**config.mk**
```make
export PLATFORM = sky130hd
export DESIGN_NAME = base64_stream_encoder
export DESIGN_NICKNAME = d
export VERILOG_FILES = /design/src/rtl/b64_pkg.sv /design/src/rtl/b64_front.sv /design/src/rtl/b64_fifo.sv /design/src/rtl/b64_back.sv /design/src/rtl/base64_stream_encoder.sv
export SDC_FILE = /design/constraint.sdc
export NUM_CORES = 1
export LEC_CHECK = 0
export BUFFER_PORTS_ARGS = -buffer_cell sky130_fd_sc_hd__buf_2
export CAP_MARGIN = 20
export CORE_ASPECT_RATIO = 0.7
export CORE_MARGIN = 5
export CORE_UTILIZATION = 56
export DETAILED_ROUTE_END_ITERATION = 7
export MAX_ROUTING_LAYER = met4
export PLACE_DENSITY = 0.75
export SYNTH_ARGS = -nofsm -noshare
export SYNTH_HDL_FRONTEND = slang
export SYNTH_HIERARCHICAL = 1
export SYNTH_SLANG_ARGS = --single-unit
```
**constraint.sdc**
```tcl
create_clock -name clk -period 3.3 [get_ports clk]
set_clock_uncertainty 0.1 [all_clocks]
set_input_delay 0 -clock clk [delete_from_list [all_inputs] [get_ports clk]]
set_output_delay 0 -clock clk [all_outputs]
set_load 0.02 [all_outputs]
```
**src/rtl/b64_pkg.sv**
```systemverilog
`timescale 1ns / 1ps

package b64_pkg;

  localparam int unsigned BYTE_W     = 8;
  localparam int unsigned LINE_W     = 10;
  localparam int unsigned QUEUE_DEPTH = 4;
  localparam int unsigned QUEUE_AW   = $clog2(QUEUE_DEPTH);

  localparam logic [LINE_W-1:0] LINE_LEN_RESET = 10'd76;
  localparam logic [BYTE_W-1:0] PAD_CHAR       = 8'h3D;
  localparam logic [BYTE_W-1:0] NL_CHAR        = 8'h0A;

  localparam logic [2:0] POS_C0 = 3'd0;
  localparam logic [2:0] POS_C1 = 3'd1;
  localparam logic [2:0] POS_C2 = 3'd2;
  localparam logic [2:0] POS_C3 = 3'd3;
  localparam logic [2:0] POS_NL = 3'd4;

  typedef struct packed {
    logic [BYTE_W-1:0] b0;
    logic [BYTE_W-1:0] b1;
    logic [BYTE_W-1:0] b2;
    logic [1:0]        cnt;
    logic              nl;
  } group_t;

  function automatic logic [BYTE_W-1:0] b64_sym(input logic [5:0] v);
    logic [BYTE_W-1:0] c;
    if (v < 6'd26) begin
      c = 8'h41 + {2'b00, v};
    end else if (v < 6'd52) begin
      c = 8'h61 + {2'b00, v} - 8'd26;
    end else if (v < 6'd62) begin
      c = 8'h30 + {2'b00, v} - 8'd52;
    end else if (v == 6'd62) begin
      c = 8'h2B;
    end else begin
      c = 8'h2F;
    end
    return c;
  endfunction

endpackage

```
**src/rtl/b64_front.sv**
```systemverilog
`timescale 1ns / 1ps

module b64_front import b64_pkg::*; (
  input  logic              clk,
  input  logic              rst_n,
  input  logic              accept,
  input  logic [BYTE_W-1:0] data_byte,
  input  logic              final_byte,
  input  logic [LINE_W-1:0] line_length,
  output logic              push,
  output group_t            push_grp
);

  logic [BYTE_W-1:0] held0_r, held0_nxt;
  logic [BYTE_W-1:0] held1_r, held1_nxt;
  logic [1:0]        held_cnt_r, held_cnt_nxt;
  logic [LINE_W-1:0] col_r, col_nxt;
  logic [LINE_W:0]   advanced;
  logic              collect;

  assign collect  = !final_byte && (held_cnt_r < 2'd2);
  assign advanced = {1'b0, col_r} + (LINE_W+1)'(4);
  assign push     = accept && !collect;

  always_comb begin
    push_grp.b0  = data_byte;
    push_grp.b1  = '0;
    push_grp.b2  = '0;
    push_grp.cnt = held_cnt_r + 2'd1;
    push_grp.nl  = advanced >= {1'b0, line_length};
    if (held_cnt_r == 2'd1) begin
      push_grp.b0 = held0_r;
      push_grp.b1 = data_byte;
    end else if (held_cnt_r != 2'd0) begin
      push_grp.b0 = held0_r;
      push_grp.b1 = held1_r;
      push_grp.b2 = data_byte;
    end
  end

  always_comb begin
    held0_nxt    = held0_r;
    held1_nxt    = held1_r;
    held_cnt_nxt = held_cnt_r;
    col_nxt      = col_r;
    if (accept) begin
      if (collect) begin
        if (held_cnt_r == 2'd0) begin
          held0_nxt = data_byte;
        end else begin
          held1_nxt = data_byte;
        end
        held_cnt_nxt = held_cnt_r + 2'd1;
      end else begin
        held_cnt_nxt = '0;
        if (push_grp.nl || final_byte) begin
          col_nxt = '0;
        end else begin
          col_nxt = advanced[LINE_W-1:0];
        end
      end
    end
  end

  always_ff @(posedge clk) begin
    held0_r <= held0_nxt;
    held1_r <= held1_nxt;
    if (!rst_n) begin
      held_cnt_r <= '0;
      col_r      <= '0;
    end else begin
      held_cnt_r <= held_cnt_nxt;
      col_r      <= col_nxt;
    end
  end

endmodule

```
**src/rtl/b64_fifo.sv**
```systemverilog
`timescale 1ns / 1ps

module b64_fifo import b64_pkg::*; (
  input  logic   clk,
  input  logic   rst_n,
  input  logic   push,
  input  group_t push_grp,
  input  logic   pop,
  output group_t head_grp,
  output logic   empty,
  output logic   full
);

  group_t                mem_r [QUEUE_DEPTH];
  logic [QUEUE_AW-1:0]   wptr_r, wptr_nxt;
  logic [QUEUE_AW-1:0]   rptr_r, rptr_nxt;
  logic [QUEUE_AW:0]     cnt_r, cnt_nxt;
  logic                  do_push, do_pop;

  assign empty    = cnt_r == '0;
  assign full     = cnt_r == (QUEUE_AW+1)'(QUEUE_DEPTH);
  assign head_grp = mem_r[rptr_r];
  assign do_push  = push && !full;
  assign do_pop   = pop && !empty;

  always_comb begin
    wptr_nxt = do_push ? wptr_r + QUEUE_AW'(1) : wptr_r;
    rptr_nxt = do_pop ? rptr_r + QUEUE_AW'(1) : rptr_r;
    cnt_nxt  = cnt_r;
    if (do_push && !do_pop) begin
      cnt_nxt = cnt_r + (QUEUE_AW+1)'(1);
    end else if (do_pop && !do_push) begin
      cnt_nxt = cnt_r - (QUEUE_AW+1)'(1);
    end
  end

  always_ff @(posedge clk) begin
    if (do_push) begin
      mem_r[wptr_r] <= push_grp;
    end
    if (!rst_n) begin
      wptr_r <= '0;
      rptr_r <= '0;
      cnt_r  <= '0;
    end else begin
      wptr_r <= wptr_nxt;
      rptr_r <= rptr_nxt;
      cnt_r  <= cnt_nxt;
    end
  end

endmodule

```
**src/rtl/b64_back.sv**
```systemverilog
`timescale 1ns / 1ps

module b64_back import b64_pkg::*; (
  input  logic              clk,
  input  logic              rst_n,
  input  group_t            head_grp,
  input  logic              head_valid,
  output logic              pop,
  output logic              out_valid,
  input  logic              out_ready,
  output logic [BYTE_W-1:0] out_char,
  output logic              out_last
);

  logic [2:0]        pos_r, pos_nxt;
  logic              valid_r, valid_nxt;
  logic [BYTE_W-1:0] char_r, char_nxt;
  logic              last_r, last_nxt;
  logic              load, advance;
  logic [BYTE_W-1:0] cur_char;
  logic              cur_last;

  assign load      = !valid_r || out_ready;
  assign advance   = load && head_valid;
  assign out_valid = valid_r;
  assign out_char  = char_r;
  assign out_last  = last_r;

  always_comb begin
    unique case (pos_r)
      POS_C0:  cur_char = b64_sym(head_grp.b0[7:2]);
      POS_C1:  cur_char = b64_sym({head_grp.b0[1:0], head_grp.b1[7:4]});
      POS_C2:  cur_char = (head_grp.cnt > 2'd1) ?
                          b64_sym({head_grp.b1[3:0], head_grp.b2[7:6]}) : PAD_CHAR;
      POS_C3:  cur_char = (head_grp.cnt > 2'd2) ? b64_sym(head_grp.b2[5:0]) : PAD_CHAR;
      default: cur_char = NL_CHAR;
    endcase
    cur_last = ((pos_r == POS_C3) && !head_grp.nl) || (pos_r == POS_NL);
  end

  assign pop = advance && cur_last;

  always_comb begin
    pos_nxt   = pos_r;
    valid_nxt = valid_r;
    char_nxt  = char_r;
    last_nxt  = last_r;
    if (load) begin
      valid_nxt = head_valid;
    end
    if (advance) begin
      char_nxt = cur_char;
      last_nxt = cur_last;
      pos_nxt  = cur_last ? POS_C0 : pos_r + 3'd1;
    end
  end

  always_ff @(posedge clk) begin
    char_r <= char_nxt;
    last_r <= last_nxt;
    if (!rst_n) begin
      pos_r   <= POS_C0;
      valid_r <= 1'b0;
    end else begin
      pos_r   <= pos_nxt;
      valid_r <= valid_nxt;
    end
  end

endmodule

```
**src/rtl/base64_stream_encoder.sv**
```systemverilog
`timescale 1ns / 1ps
// channel | dir | handshake              | payload
// in_     | in  | in_tvalid / in_tready  | tdata: data_byte; tlast: final_byte
// out_    | out | out_tvalid / out_tready| tdata: out_char; tlast: last_of_run
// cfg_    | in  | cfg_valid / cfg_ready  | cfg_data: line_length
//
// A byte is taken in any cycle in which the queue is not full; a finished group
// leaves as 4 or 5 characters, one per cycle from the output register while
// out_tready is high. The character serializer limits throughput; a 4-group
// queue sits ahead of it. in_tready drops only while the queue is full;
// out_tready stalls the back, and the front only once the queue has filled.
// Synchronous reset clears held count, column, queue and output; line_length = 76.
module base64_stream_encoder import b64_pkg::*; (
  input  logic              clk,
  input  logic              rst_n,
  input  logic              in_tvalid,
  output logic              in_tready,
  input  logic [BYTE_W-1:0] in_tdata,   // [7:0] data_byte
  input  logic              in_tlast,
  output logic              out_tvalid,
  input  logic              out_tready,
  output logic [BYTE_W-1:0] out_tdata,  // [7:0] out_char
  output logic              out_tlast,
  input  logic              cfg_valid,
  output logic              cfg_ready,
  input  logic [LINE_W-1:0] cfg_data
);

  logic [LINE_W-1:0] line_len_r;
  logic              push, pop, empty, full;
  group_t            push_grp, head_grp;

  assign cfg_ready = 1'b1;
  assign in_tready = !full;

  always_ff @(posedge clk) begin
    if (!rst_n) begin
      line_len_r <= LINE_LEN_RESET;
    end else if (cfg_valid && cfg_ready) begin
      line_len_r <= cfg_data;
    end
  end

  b64_front u_front (
    .clk         (clk),
    .rst_n       (rst_n),
    .accept      (in_tvalid && in_tready),
    .data_byte   (in_tdata),
    .final_byte  (in_tlast),
    .line_length (line_len_r),
    .push        (push),
    .push_grp    (push_grp)
  );

  b64_fifo u_fifo (
    .clk      (clk),
    .rst_n    (rst_n),
    .push     (push),
    .push_grp (push_grp),
    .pop      (pop),
    .head_grp (head_grp),
    .empty    (empty),
    .full     (full)
  );

  b64_back u_back (
    .clk        (clk),
    .rst_n      (rst_n),
    .head_grp   (head_grp),
    .head_valid (!empty),
    .pop        (pop),
    .out_valid  (out_tvalid),
    .out_ready  (out_tready),
    .out_char   (out_tdata),
    .out_last   (out_tlast)
  );

endmodule

```
# Yosys cells after proc, flatten, opt, wreduce, memory -nomap -nowiden
# Memories as Yosys holds them, arrays and structs flattened. A register that Yosys moved wholly into a read port is not among the register bits.
# Index checks and enable logic that the tools add are counted.
# word_totals
regBits	58
inputBits	24
romBits	0
ram_bits	108
mem_count	1
latchBits	0
# mem_list
memory	depth	word_bits	read_ports	rd_clocked_by_memory_dff	write_ports	line	source
u_fifo.mem_r	4	27	1	1	1	b64_fifo.sv:14	group_t mem_r [QUEUE_DEPTH];
# op_classes
muxes	31
n_shift	0
eq_ne	10
add_sub_neg	27
n_div	0
magnitude_cmp	16
bitwise	2
multipliers	0
n_reduce_logical	29
# op_table
cell	count
2-to-1 mux 8 bit	15
adder 7 x 6 -> 8 bit (first input constant)	8
< comparator 6 bit (second input constant)	8
one-hot mux 8 bit (4 select lines)	1
subtractor 8 x 5 -> 8 bit (second input constant)	4
subtractor 8 x 6 -> 8 bit (second input constant)	4
adder 6 x 6 -> 7 bit (first input constant)	4
== test 6 bit (second input constant)	4
< comparator 6 x 5 -> 1 bit (second input constant)	4
2-to-1 mux 24 bit	1
2-to-1 mux 3 bit	7
2-to-1 mux 16 bit	1
adder 10 x 3 -> 11 bit (second input constant)	1
>= comparator 11 x 10 -> 1 bit	1
logical AND 1 bit	10
2-to-1 mux 10 bit	1
zero test 1 bit	8
adder 2 x 1 -> 2 bit (second input constant)	3
adder 3 x 1 -> 3 bit (second input constant)	2
== test 3 x 2 -> 1 bit (second input constant)	2
== test 3 bit (second input constant)	2
zero test 3 bit	2
2-to-1 mux 2 bit	3
AND reduction 3 bit	2
12 further kinds	17

# Longest topological paths before layout
# Gate-level depths: netlist (run 1).
# depth
depth_word	9
mapped_depth	13
mapped_depth_nobuf	11

# By module
# The synthesis (run 1) kept the hierarchy.
# modules_own_cells
module	area_per_inst_um2	instances	seq_area_each_um2	cells_each
b64_fifo	4400.5	1	3423.3	189
b64_back	2223.4	1	350.3	311
b64_front	1530.2	1	680.7	166
base64_stream_encoder	395.4	1	200.2	37

# Worst setup path after synthesis (run 1)
# OpenSTA, ideal clock, no wires.
# synth_timing
path_type	reg-to-reg
from	register with a tool-made name
to	register u_back.char_r[2] (netlist: u_back/out_char[2]), data pin
t_arrival_ps	2766
path_buffers	3
period_less_slack_ps	3138
stages_incl_launch_ff	13
setup_slack_ps	162
cell_sequence	dfxtp_1 -> buf_6 -> buf_12 -> mux4_2 -> inv_1 -> ha_1 -> and3b_1 -> clkbuf_1 -> o2111ai_1 -> o21ai_0 -> o211ai_1 -> a21oi_1 -> or4_1
# synth_lines
element	line	source
to (signal assigned)	b64_back.sv:59	char_r <= char_nxt;
to (decl)	b64_back.sv:17	logic [BYTE_W-1:0] char_r, char_nxt;

==> impl_metrics.csv, run 1 <==
group,metric,value,unit
layout,syn2layout_area_growth,18.23,%
place,place.port_buffers,34,
floorplanning,core.rowCount,37,
route,finalWirelength,20840,um
worst_setup_path,cpMaxStageDelayCell,"mux4_2",
worst_setup_path,cp-start-kind,"flip-flop",
power_and_ir_drop,power,5.694,mW
sta,worst_pin_slew,691.9,ps
synth,synthArstFlopShare,0,%
layout,drive_above_1_share,17.61,%
clock_tree,path_clk_slew,70,ps
power_and_ir_drop,p_per_area,563.3,nW/um^2
sta,drv_slew,0,
worst_setup_path,path_depth,8,
min_path,hold_end,"u_front/held1_r[1]",
place,gp_congestion,0.9512,
floorplanning,coreArea,14810,um^2
route,vias_per_cell,6.161,
layout,final_cell_count_no_fill,1007,
global_route,track_usage,25.09,%
sta,fmax,315.3,MHz
min_path,min_path_cells,2,
global_route,grt_pass1_vias,6337,
synth,ys.flop_type,"edfxtp_1",
route,routedWlPerCell,20.69,um
global_route,grt-ovfl-total,0,
synth,synth_area_per_cell,12.16,um^2
synth,netlist.area_leader.share,46.71,%
clock_tree,root_buffer,"clkbuf_16",
synth,yosys_warnings,6,
synth,yosysSeqAreaShare,54.44,%
worst_setup_path,r2r_cells,8,
synth,synth_edf_count,133,
clock_tree,cts_buffers,17,
sta,period_needed,3171,ps
global_route,met3_usage,7.129,%
synth,syn_area,8549,um^2
global_route,grt_max_degree,32,
sta,finalHoldViolations,0,
layout,fill_cells,1009,
place,place_ws,78.71,ps
floorplanning,die_w,157.7,um
power_and_ir_drop,vdd_ir_drop_max,0.5231,mV
global_route,grt-busiest-layer,"met2",
layout,fin_nets,865,
floorplanning,initial_core_util,57.71,%
min_path,min-delay-start,"in_tdata[1]",
worst_setup_path,worst-path-buf-inv,1,
worst_setup_path,r2r_setup_slack,130,ps
floorplanning,io_pins,36,
layout,utilization,68.23,%
clock_tree,cts_tree,"done",
power_and_ir_drop,p_leak,3.798,nW
worst_setup_path,crit_type,"reg -> reg",
global_route,grt_pass1_wl,33360,um
floorplanning,die_h,113.4,um
sta,fin_crit_sh,96.10,%
clock_tree,clockBufferDepth,2,
place,dp.cells,927,
worst_setup_path,rr_endpoint,"u_back/out_char[2]",
sta,relSlewSlack,53.70,%
route,vias,6204,
clock_tree,clock_latency,430,ps
global_route,use_met2,39.38,%
synth,ys_seq_elements,166,
clock_tree,ctsHtreeMaxLevel,4,
place,hpwlAfterDp,13760,um
synth,ys_types,74,
sta,final-setup-viol-count,0,
min_path,hold_class,"in -> reg",
route,ant_nets,0,
worst_setup_path,crit_family,"simple AND/OR/NAND/NOR gates",
floorplanning,die_area,17880,um^2
worst_setup_path,cp-end-kind,"flip-flop",
synth,synthTopCellsByArea,"edfxtp_1, dfxtp_1, mux4_2",
sta,finalWorstSetupSlack,128.9,ps
worst_setup_path,worstPathRequired,3360,ps
synth,synth_largest_area_cell,"edfxtp_1",
sta,grt_setup_unrepaired,"false",
status,status,"finished clean",
global_route,antenna_found_initial,0,
worst_setup_path,path_max_fanout,6,
worst_setup_path,arrival,3230,ps
synth,synthCells,703,
route,drc,0,
worst_setup_path,crit_chain,"mux4_2 > inv_1 > ha_1 > and3b_1 > nor2_1 > a211oi_1 > o31a_1 > or4_1",
job,cap_violations,0,
clock_tree,clock-sinks,166,
route,drt_pre_antenna_iters,6,
route,drtIter0Drc,633,
sta,tns,0,ps
global_route,use_met1,31.79,%
worst_setup_path,max_stage_delay,600,ps
layout,n_antenna_cell,0,
synth,synthesis.nets,769,
synthesized netlist by cell type, types with 11 or more instances:
cell type and count:
nand3_1 17, dfxtp_1 33, clkbuf_1 11, mux4_2 27, a21oi_1 38, nor2_1 28
o21ai_0 21, ha_1 41, nand2_1 76, inv_1 53, and2_1 22, edfxtp_1 133
nor2b_1 17, mux2i_1 15
per-stage QoR:
stage          hold WS, ps  area (um^2)
2_1_floorplan       -1.131         8549
3_5_place_dp         137.0         8990
6_report             287.8        10110
4_1_cts              252.9        10050
5_1_grt              286.7        10110
3_3_place_gp         114.2         8990
state kept, by name (all words and copies together), names as in the netlist, named ones only:
| name | flops |
|---|---|
| u_fifo/wptr_r | 2 |
| line_len_r | 10 |
| u_front/held0_r | 8 |
| u_front/held1_r | 8 |
| u_fifo/rptr_r | 2 |
| u_front/held_cnt_r | 2 |
| u_fifo/cnt_r | 3 |
| u_fifo/mem_r | 108 |
| u_back/pos_r | 3 |
| u_back/out_char | 8 |
| u_back/out_last | 1 |
| u_front/col_r | 8 |
| u_back/out_valid | 1 |
cells by family (layout without fill, tap and decap cells):
logic type                 after synthesis  after routing  synth area share (%)
muxes                                   43             43                 9.000
buffers and inverters                   83            192                 4.522
other                                    1              1               0.04386
DFF                                    166            166                 54.44
adders and majority gates               42             42                 6.234
and+or+nand+nor                        211            211                 12.45
AOI/OAI and AO/OA                      143            143                 11.87
xor gates and xnor gates                14             14                 1.434
final cells by class:
| type | instances | area [um^2] | area share [%] |
|---|---|---|---|
| inverter | 53 | 198.9 | 1.968 |
| clock inverter | 14 | 195.2 | 1.931 |
| tap | 195 | 244.0 | 2.414 |
| clock buffer | 18 | 429.2 | 4.246 |
| timing repair buffer | 107 | 853.3 | 8.442 |
| multi-input combinational | 454 | 3528 | 34.91 |
| sequential | 166 | 4659 | 46.10 |
worst max-delay path by stage:
stage	endpoint
6_report	u_back/out_char[2]
5_1_grt	u_back/out_char[2]
4_1_cts	u_back/out_char[3]
3_5_place_dp	u_back/out_char[3]
3_3_place_gp	u_back/out_char[3]
2_1_floorplan	u_back/out_char[2]
metal layers:
metal  wire (um)  vias to the layer above
li1            -                     2826
met1        8567                     3032
met2        9805                      291
met3        1884                       55
met4         581                        0
met5           0                        -
layout by cell type, fill, tap and decap left out, types with 4 or more instances in the layout:
master and n:
buf_2 34, ha_1 39, mux4_2 27, nand2_1 76, buf_4 27, or3_1 5
nand4_1 9, nor2b_1 17, edfxtp_1 133, nor2_1 28, o31a_1 4, clkbuf_16 17
o211ai_1 5, o221ai_1 4, dlygate4sd3_1 44, and3b_1 4, o311ai_0 4, bufinv_16 4
o21ai_0 21, o22ai_1 4, a211oi_1 8, xor2_1 8, xnor2_1 6, inv_6 4
nor3_1 10, nand3_1 16, a31oi_1 5, nand2b_1 5, dfxtp_1 31, a22oi_1 4
a21oi_1 38, and2_1 22, a22o_1 8, inv_1 52, mux2i_1 15
where the power goes:
| part | internal [mW] | total, mW | switching [mW] | leakage, nW |
|---|---|---|---|---|
| combinational | 0.412 | 1.09 | 0.676 | 2.03 |
| clock | 1.28 | 2.11 | 0.839 | 0.303 |
| sequential | 2.43 | 2.49 | 0.0581 | 1.47 |
what timing repair did:
action                                 4_1_cts  5_1_grt
gates resized for setup                      0        9
endpoints found under the hold margin      119        0
setup endpoints to repair                    0        5
buffers inserted                             0        4
hold buffers                                44        0
Power figures use the tool's default switching activity.
==> inputs of run 2 (changes only) <==
Settings changed: SYNTH_HIERARCHICAL 1 to not set.
==> run 2 against run 1 <==
Via count is 2.0% higher. Register-to-register slack hardly changed. Cell count is 1.8% higher. Combinational power grew 5%. Highest routed layer unchanged. Sequential power about the same. Synthesized cell count increased by 0.85%. Fmax decreased by 0.21%. Worst hold slack worse by 170 ps. Clock-buffer cell count grew 2. Non-clock buffer count is 7 higher. Critical endpoint is now u_back.out_char[3].
==> impl_metrics.csv, run 2 <==
group,metric,value,unit
status,status,"finished clean",
worst_setup_path,cp-start-kind,"flip-flop",
worst_setup_path,cpMaxStageDelayCell,"mux4_2",
synth,synth_top_family_by_area,"compound AO/OA/AOI/OAI gates",
synth,yosysMostFrequentCell,"edfxtp_1",
worst_setup_path,r2r_setup_slack,120,ps
power_and_ir_drop,vdd_ir_drop_max,0.5453,mV
worst_setup_path,crit_family,"simple AND/OR/NAND/NOR gates",
synth,synth_largest_area_cell,"edfxtp_1",
synth,synth_xor_area_share,2.682,%
synth,synth_area_per_cell,12.44,um^2
sta,hold_ws,120.4,ps
worst_setup_path,path_depth,8,
synth,yosys_warnings,0,
sta,relSlewSlack,47.08,%
place,gp_congestion,0.9864,
min_path,min_path_cells,5,
synth,syn_area,8817,um^2
global_route,grt_pass1_vias,6063,
worst_setup_path,rr_endpoint,"u_back.out_char[3]",
layout,reg_top3,"u_fifo.mem_r: 108 flops, line_len_r: 10 flops",
synth,yosys.area_share.adder,8.174,%
clock_tree,cts_buffers,17,
clock_tree,clockBufferDepth,2,
worst_setup_path,crit_chain,"buf_12 > mux4_2 > ha_1 > and2_1 > a221o_2 > or3_1 > a31oi_1 > nand4_1",
global_route,track_usage,24.84,%
global_route,grt_pass1_wl,33910,um
sta,worst_pin_slew,792.2,ps
place,hpwlAfterDp,14330,um
floorplanning,die_area,18390,um^2
worst_setup_path,arrival,3240,ps
synth,synth_edf_count,133,
route,finalWirelength,21750,um
floorplanning,coreArea,15450,um^2
power_and_ir_drop,p_per_area,535.2,nW/um^2
min_path,min-delay-start,"in_tvalid",
min_path,hold_class,"in -> reg",
worst_setup_path,crit_type,"reg -> reg",
job,cap_violations,0,
synth,synthMuxAreaShare,9.238,%
route,ant_nets,0,
clock_tree,clock_latency,430,ps
layout,most-common-layout-cells,"edfxtp_1, ha_1, inv_1",
route,drt_pre_antenna_iters,6,
layout,regMostFlops,"u_fifo.mem_r",
synth,yosysSeqAreaShare,52.79,%
global_route,grt-ovfl-total,0,
worst_setup_path,cp-end-kind,"flip-flop",
sta,drv_slew,0,
floorplanning,io_pins,36,
clock_tree,root_buffer,"clkbuf_16",
floorplanning,core.rowCount,38,
synth,netlist.area_leader.share,45.30,%
sta,fin_crit_sh,96.30,%
layout,final_common_cell,"edfxtp_1",
synth,ys_types,66,
layout,n_antenna_cell,0,
floorplanning,die_w,160.0,um
sta,fmax,314.7,MHz
global_route,grt_max_degree,28,
synth,synthArstFlopShare,0,%
worst_setup_path,max_stage_delay,600,ps
synth,synth_compound_area_share,11.88,%
sta,final-setup-viol-count,0,
route,wl_met1,10010,um
clock_tree,clock-sinks,166,
sta,tns,0,ps
floorplanning,die_h,115.0,um
synth,ys_seq_elements,166,
layout,fill_cells,1062,
route,top_layer_used,"met4",
worst_setup_path,worstPathRequired,3370,ps
layout,syn2layout_area_growth,17.54,%
synth,synthCells,709,
route,vias_per_cell,6.177,
route,dr_wl_met3,1668,um
synth,synthesis.nets,790,
place,place.port_buffers,34,
global_route,antenna_found_initial,0,
route,drtIter0Drc,792,
floorplanning,initial_core_util,57.06,%
synth,yosys.area_share.simple,11.10,%
worst_setup_path,path_max_fanout,12,
layout,drive_above_1_share,19.27,%
route,drc,0,
synth,ys.flop_type,"edfxtp_1",
min_path,hold_end,"u_front.held_cnt_r[0]",
sta,finalHoldViolations,0,
route,vias,6331,
clock_tree,path_clk_slew,70,ps
layout,fin_nets,894,
route,dr_wl_met2,9611,um
synth,synth_common_cells,"edfxtp_1, ha_1, inv_1",
worst_setup_path,worst-path-buf-inv,1,
worst_setup_path,r2r_cells,8,
synth,synthTopCellsByArea,"edfxtp_1, ha_1, dfxtp_1",
clock_tree,cts_tree,"done",
route,routedWlPerCell,21.22,um
power_and_ir_drop,p_leak,3.884,nW
clock_tree,ctsHtreeMaxLevel,4,
sta,period_needed,3178,ps
layout,largest_reg_flops,108,
==> run 2: final cells by class <==
| cell class | instances | area (um^2) | area share (%) |
|---|---|---|---|
| inverter | 50 | 187.7 | 1.811 |
| multi-input combinational | 464 | 3812 | 36.79 |
| clock buffer | 20 | 436.7 | 4.213 |
| timing repair buffer | 114 | 898.4 | 8.668 |
| tap | 200 | 250.2 | 2.415 |
| sequential | 166 | 4659 | 44.96 |
| clock inverter | 11 | 118.9 | 1.147 |
==> run 2: per-layer routing <==
layer / vias up / global-route usage (%)
li1: 2900 / -
met1: 3096 / 35.07
met2: 292 / 36.59
met3: 43 / 5.088
met4: 0 / 7.851
met5: - / -
==> run 2: worst max-delay path by stage <==
stage,startpoint,endpoint,slack (ps)
2_1_floorplan,flip-flop,u_back.out_char[5],290
3_3_place_gp,flip-flop,u_back.out_char[0],100
3_5_place_dp,flip-flop,u_back.out_char[3],40
4_1_cts,flip-flop,u_back.out_char[3],30
5_1_grt,flip-flop,u_back.out_char[6],-4
6_report,flip-flop,u_back.out_char[3],120
==> run 2: worst register-to-register path, stage by stage (launching register included) <==
cell and delay [ps]:
dfxtp_4 400, buf_12 180, mux4_2 600, ha_1 260, and2_1 200, a221o_2 440
or3_1 370, a31oi_1 240, nand4_1 140
==> run 2: where the power goes <==
| part | total [mW] | switching (mW) | internal [mW] | leakage (nW) |
|---|---|---|---|---|
| logic | 1.14 | 0.692 | 0.453 | 2.12 |
| registers | 2.50 | 0.0539 | 2.45 | 1.50 |
| clock network | 1.90 | 0.849 | 1.05 | 0.262 |
| total | 5.55 | 1.59 | 3.95 | 3.88 |
==> run 2: metrics by stage <==
step / cells / total power [mW] / setup slack (ps) / cell area [um^2] / util, %
6_report: 1025 / 5.547 / 122.1 / 10360 / 67.07
5_1_grt: 1025 / 5.797 / -4.283 / 10360 / 67.07
4_1_cts: 1014 / 5.514 / 32.69 / 10250 / 66.32
3_5_place_dp: 949 / 3.605 / 37.74 / 9351 / 60.52
3_3_place_gp: 949 / 3.579 / 98.12 / 9351 / 60.52
2_1_floorplan: 709 / 3.267 / 286.1 / 8817 / -
==> run 2: kinds of logic after synthesis <==
group	count (synthesis)
xor gates and xnor gates	27
DFF	166
adders and majority gates	57
other	1
muxes	44
and+or+nand+nor	188
AOI/OAI and AO/OA	147
buffers and inverters	79
==> run 2: repair_timing <==
item,in CTS,in global routing
setup endpoints to repair,0,15
gates resized for setup,0,11
hold endpoints to repair,129,0
hold buffers,34,0
setup buffers,0,10
